## src/hdl/svd_pkg.sv

```systemverilog
package svd_pkg;

	localparam int CONSTRAINT_LENGTH = 7;
	localparam int TRACE_DEPTH = 64;
	localparam int METRIC_W = 32;
	localparam logic [31:0] METRIC_INIT = 32'd1000;
	localparam logic [9:0] BM_SUM = 10'd510;
	localparam logic [7:0] SYM_ONE = 8'd255;
	localparam int QUEUE_DEPTH = 2;

	typedef enum logic [1:0] {
		OP_STEP = 2'd0,
		OP_DECODE = 2'd1,
		OP_INIT = 2'd2,
		OP_NONE = 2'd3
	} op_t;

	// One input item.
	typedef struct packed {
		logic [1:0] operation;
		logic [7:0] soft_first;
		logic [7:0] soft_second;
		logic [6:0] trace_delay;
		logic [5:0] end_state;
		logic find_best;
		logic [5:0] start_state;
	} in_item_t;

	// One result item.
	typedef struct packed {
		logic decoded_bit;
		logic bit_valid;
	} out_item_t;

	// Configuration register addresses.
	localparam logic [1:0] REG_GEN_FIRST = 2'd0;
	localparam logic [1:0] REG_GEN_SECOND = 2'd1;
	localparam logic [1:0] REG_INV_FIRST = 2'd2;
	localparam logic [1:0] REG_INV_SECOND = 2'd3;

	typedef struct packed {
		logic [6:0] gen_first;
		logic [6:0] gen_second;
		logic inv_first;
		logic inv_second;
	} cfg_t;

endpackage

```

## src/hdl/svd_front.sv

```systemverilog
module svd_front #(
	parameter int QDEPTH = svd_pkg::QUEUE_DEPTH
) (
	input logic clk,
	input logic arst_n,
	input logic start,
	input svd_pkg::in_item_t in_item,
	output logic busy,
	input logic pop,
	output logic q_valid,
	output svd_pkg::in_item_t q_item
);

	localparam int AW = (QDEPTH > 1) ? $clog2(QDEPTH) : 1;

	svd_pkg::in_item_t buf_q [QDEPTH];
	logic [AW-1:0] rd_q, wr_q;
	logic [AW:0] cnt_q;
	logic push;

	// Unused operation codes are dropped at the door.
	assign busy = (cnt_q == (AW+1)'(QDEPTH));
	assign push = start && !busy && (in_item.operation != svd_pkg::OP_NONE);
	assign q_valid = (cnt_q != '0);
	assign q_item = buf_q[rd_q];

	always_ff @(posedge clk) begin
		if (push) begin
			buf_q[wr_q] <= in_item;
		end
	end

	// Queue pointers.
	always_ff @(posedge clk or negedge arst_n) begin
		if (!arst_n) begin
			rd_q <= '0;
			wr_q <= '0;
			cnt_q <= '0;
		end else begin
			if (push) begin
				wr_q <= (wr_q == AW'(QDEPTH-1)) ? '0 : wr_q + 1'b1;
			end
			if (pop) begin
				rd_q <= (rd_q == AW'(QDEPTH-1)) ? '0 : rd_q + 1'b1;
			end
			cnt_q <= cnt_q + (AW+1)'(push) - (AW+1)'(pop);
		end
	end

endmodule

```

## config.mk

```make
export PLATFORM = sky130hd
export DESIGN_NAME = svd_front
export DESIGN_NICKNAME = d
export VERILOG_FILES = /design/src/hdl/svd_pkg.sv /design/src/hdl/svd_front.sv
export SDC_FILE = /design/constraint.sdc
export NUM_CORES = 1
export LEC_CHECK = 0
export ABC_AREA = 1
export BUFFER_PORTS_ARGS = -buffer_cell sky130_fd_sc_hd__buf_4
export CAP_MARGIN = 20
export CORE_MARGIN = 1.5
export CORE_UTILIZATION = 55
export DETAILED_ROUTE_END_ITERATION = 7
export PLACE_DENSITY = 0.83
export RECOVER_POWER = 25
export SYNTH_ARGS = -nofsm -noshare
export SYNTH_HDL_FRONTEND = slang
export SYNTH_SLANG_ARGS = --single-unit
export TNS_END_PERCENT = 1
```

## constraint.sdc

```tcl
create_clock -name clk -period 7.3 [get_ports clk]
set_input_delay 0 -clock clk [delete_from_list [all_inputs] [get_ports clk]]
set_output_delay 0 -clock clk [all_outputs]
set_load 0.01 [all_outputs]
```

# Word-level counts from Yosys, hierarchy flattened
# Memories as Yosys holds them, arrays and structs flattened.
# Cells that the tools add are included.
# totals
ff_bits	4
latch_bits	0
ram_bits	76
romBits	0
inputBits	42
out_inout_bits	40
elab_cells	18
n_memories	1
# memory_table
name	depth	width	rd	rd_clocked_by_memory_dff	wr	line	text
buf_q	2	38	1	0	1	svd_front.sv:16	svd_pkg::in_item_t buf_q [QDEPTH];
# op_classes
add_sub_neg	4
n_mul	0
n_div	0
n_lt_le_gt_ge	0
n_eq_ne	2
n_shift	0
mux	4
n_bitwise	0
n_reduce_logical	4
# ops
op	count
two-way mux 1 bit	4
adder 1 bit, second input constant	2
adder 2 x 1 -> 2 bit	1
== test 2 bit, second input constant	1
logical AND 1 bit	2
inequality test 2 bit, second input constant	1
nonzero test 2 bit	1
subtractor 2 x 1 -> 2 bit	1
zero test 1 bit	1

# Longest topological paths before layout
# depth
ltp_word	6
depth_mapped	9

# Least setup slack after synthesis
# No wires, ideal clock.
# synth_timing
path_kind	reg-to-reg
startpoint	register cnt_q[1]
endpoint	memory buf_q[1][0] in the netlist's numbering, enable pin
setup_ns	0.433
arrival_time_ns	2.193
required_ns	6.867
setup_slack_ns	4.674
path_stages_with_launch	4
path_buffers	0
period_less_slack_ns	2.626
cell_sequence	dfrtp_1 nand2_1 nand3_1 nor2_1
# synth_between
elab_chain_len	6
# synth_lines
item	line	text
from (decl)	svd_front.sv:18	logic [AW:0] cnt_q;
from (signal assigned)	svd_front.sv:46	cnt_q <= cnt_q + (AW+1)'(push) - (AW+1)'(pop);
== test 2 bit	svd_front.sv:22	assign busy = (cnt_q == (AW+1)'(QDEPTH));
zero test 1 bit	svd_front.sv:23	assign push = start && !busy && (in_item.operation != svd_pkg::OP_NONE);
logical AND 1 bit (2 in series)	svd_front.sv:23	
two-way mux 1 bit	svd_front.sv:28	if (push) begin
two-way mux 1 bit (not written as such)	svd_front.sv:29	buf_q[wr_q] <= in_item;
to (decl)	svd_front.sv:16	
# Every way passes these cells.

# Worst setup path after layout
# layout_timing
startpoint	register cnt_q[0]
endpoint	memory buf_q[0][24] in the netlist's numbering, enable pin
# Same word-level chain as after synthesis.

==> out/qor.txt <==
Share of cells above drive strength 1: 26.0%
Initial antenna violation count: 0
Ys Warns: 0
Peak supply drop: 0.264 mV
Post-synth top cells: 76 x edfxtp_1, 48 x nand2_1, 46 x inv_1
Actual slew at the worst max-slew pin: 0.637 ns
Max incr delay on CP: 0.50 ns
Met3 wire length: 263 um
Post-Synthesis Cells: 227
MaxCap Viol Count: 0
Reg2Reg Launch Point: cnt_q[0]$_DFF_PN0_
DR vias: 2054
Syn nets: 271
Nets: 400
DR WL/cell: 13.5 um
Top-area cell type share of the netlist area: 75.1%
# IOs: 82
Startpoint class of the critical path: register
Largest net degree at the start of global routing: 78
CP Data Arrival Time: 1.87 ns
Min-Delay Path Class: in2reg
First-pass GRT wire length: 9230 um
Post-CTS sizing: 0
Slew margin rel.: 57.5%
Post-synthesis sequential area ratio: 78.4%
Crit path max fanout: 22
Top Layer Used: met4
GRT Util Overall: 21.0%
CP bufs+invs: 3
Post-route setup slack: 5.43 ns
Final hold slack: 0.412 ns
Crit path cell chain: inv_1 > nand2_1 > nand4_1 > inv_1 > buf_4
Drt drc: 0
Worst skew pair latency: 0.33 ns
Clock Path Buffers: 2
Total routed wirelength: 5810 um
Routability Congestion: 0.751
Vias/cell: 4.77
CTS tree: built
Yosys cell types: 15
Crit path top cell by count: inv_1
Final hold violations: 0
Setup TNS: 0 ns
Area Overhead vs Synth: 42.1%
Count of flip-flops with a built-in enable after synthesis: 76
Initial Utilization: 58.4%
CP Class: reg2reg
Required time worst endpoint: 7.30 ns
Fill cells: 273
Final Cycle Share: 25.6%
Worst r2r path cells: 5
FF+latch count, synth: 80
Clock sink count: 80
RSZ-0062 raised after global routing: no
Die Span Y: 77.3 um
Util after Layout: 82.9%
CP endpoint kind: register
Most frequent cell after synthesis: edfxtp_1
F_max: 535 MHz
Final antenna-violating net count: 0
Die width: 77.3 um
Slowest CP cell: inv_1
Min-delay src: in_item[19]
Core area: 0.00520 sq mm
Clock Pin Slew Worst Setup and Hold Paths: 0.07 ns
Root Buffer: clkbuf_8
Post-Route M1 WL: 2070 um
Flop2flop setup slack: 5.43 ns
Initial DRC Count: 99
Post-Place Worst Slack: 5.33 ns
1st-pass router iterations: 6
Finish-stage setup viols: 0
Pwr/cell area: 331 mW/mm^2
Mapped Area: 0.00304 sq mm
Synth area leaders: edfxtp_1 75%, nand2_1 5.9%, inv_1 5.7%
Top cell family by delay on the critical path: buffers and inverters
Met2 wire length: 3350 um
Synth Flop Type: edfxtp_1
Num CTS Buffers: 9
Antenna diodes: 0
Area leader, netlist: edfxtp_1
Outcome: finished, final reports clean
Syn_area_per_cell: 13.4 sq um
Total grt overflow: 0
# rows: 26
Ys async rst share: 5.00%
Clock Skews: 0.00569 ns
Sink of the worst hold path: buf_q[0][19]$_DFFE_PP_
IO Port Bufs: 81
Reg2reg end: buf_q[0][24]$_DFFE_PP_
Die ar.: 0.00598 sq mm
Min cycle time layout: 1.87 ns
DP Wirelength: 3280 um
Number of global-route vias before repair: 2087
Pleak: 1.85 nW
Fin. max-slew vios: 0
Hold path cells: 2
H-tree Lvls: 3
-- worst max path at each step --
stage	from	to	slack [ns]	cells past startpoint
6_report	cnt_q[0]$_DFF_PN0_	buf_q[0][24]$_DFFE_PP_	5.43	5
5_1_grt	cnt_q[0]$_DFF_PN0_	buf_q[0][24]$_DFFE_PP_	5.26	5
4_1_cts	cnt_q[0]$_DFF_PN0_	buf_q[1][27]$_DFFE_PP_	5.32	4
3_5_place_dp	cnt_q[0]$_DFF_PN0_	buf_q[1][19]$_DFFE_PP_	5.33	4
3_3_place_gp	cnt_q[1]$_DFF_PN0_	buf_q[1][4]$_DFFE_PP_	5.42	3
2_1_floorplan	cnt_q[1]$_DFF_PN0_	buf_q[1][0]$_DFFE_PP_	4.67	3
-- power breakdown --
part / internal [mW] / switching (mW) / total (mW) / leakage, nW
registers: 0.602 / 0.0455 / 0.647 / 0.747
logic: 0.226 / 0.260 / 0.486 / 1.01
clock network: 0.155 / 0.139 / 0.294 / 0.0922
total: 0.983 / 0.445 / 1.43 / 1.85
-- worst register-to-register path: stages, from the launching register on --
cell	delay, ns
dfrtp_1	0.36
inv_1	0.06
nand2_1	0.09
nand4_1	0.12
inv_1	0.50
buf_4	0.42
-- area by class of cell --
cell class	count	area, sq um	area share (%)
multi-input cells	93	432	10.0
clock inverters	5	47.5	1.10
clock buffers	11	131	3.04
repair buffers	126	1060	24.6
well taps	70	87.6	2.03
flip-flops and latches	80	2380	55.2
inverters	46	173	4.00
-- registers in the layout, indices dropped and copies added, names as in the netlist --
name   count
buf_q     76
cnt_q      2
rd_q       1
wr_q       1
-- repair_timing --
item,in CTS,in global routing
hold buffers,42,0
setup buffers,0,0
hold endpoints to repair,82,0
-- cell usage in the layout (no fill, tap or decap), drive strengths merged --
cell / count
edfxtp: 76
nand2: 48
nor2: 1
nand3: 2
inv: 46
o21ai: 38
clkinv: 4
clkbuf: 37
nand4: 1
xor2: 1
ha: 2
dfrtp: 4
bufinv: 1
buf: 58
dlygate4sd3: 42
-- per-stage QoR --
step	total power, mW	instances	instance area [sq um]
after floorplan	0.893	227	3040
after global placement	1.09	371	3690
after detailed placement	1.11	371	3690
after CTS	1.41	429	4290
after global routing	1.51	431	4320
final	1.43	431	4320
-- cells by family (layout without fill, tap and decap cells) --
logic type,after synthesis,count (layout),synth area share [%]
compound gates,38,38,6.26
buf+inv,54,188,7.62
fa+ha+maj,2,2,0.824
simple gates,52,52,6.59
xor+xnor,1,1,0.288
flops,80,80,78.4
-- layer usage --
| metal | track usage [%] | vias to the layer above |
|---|---|---|
| met4 | 11.5 | 0 |
| met3 | 4.52 | 12 |
| li1 | - | 1012 |
| met2 | 39.8 | 60 |
| met1 | 20.9 | 970 |
| met5 | 0 | - |
No activity file was read; power rests on OpenSTA's default activity.
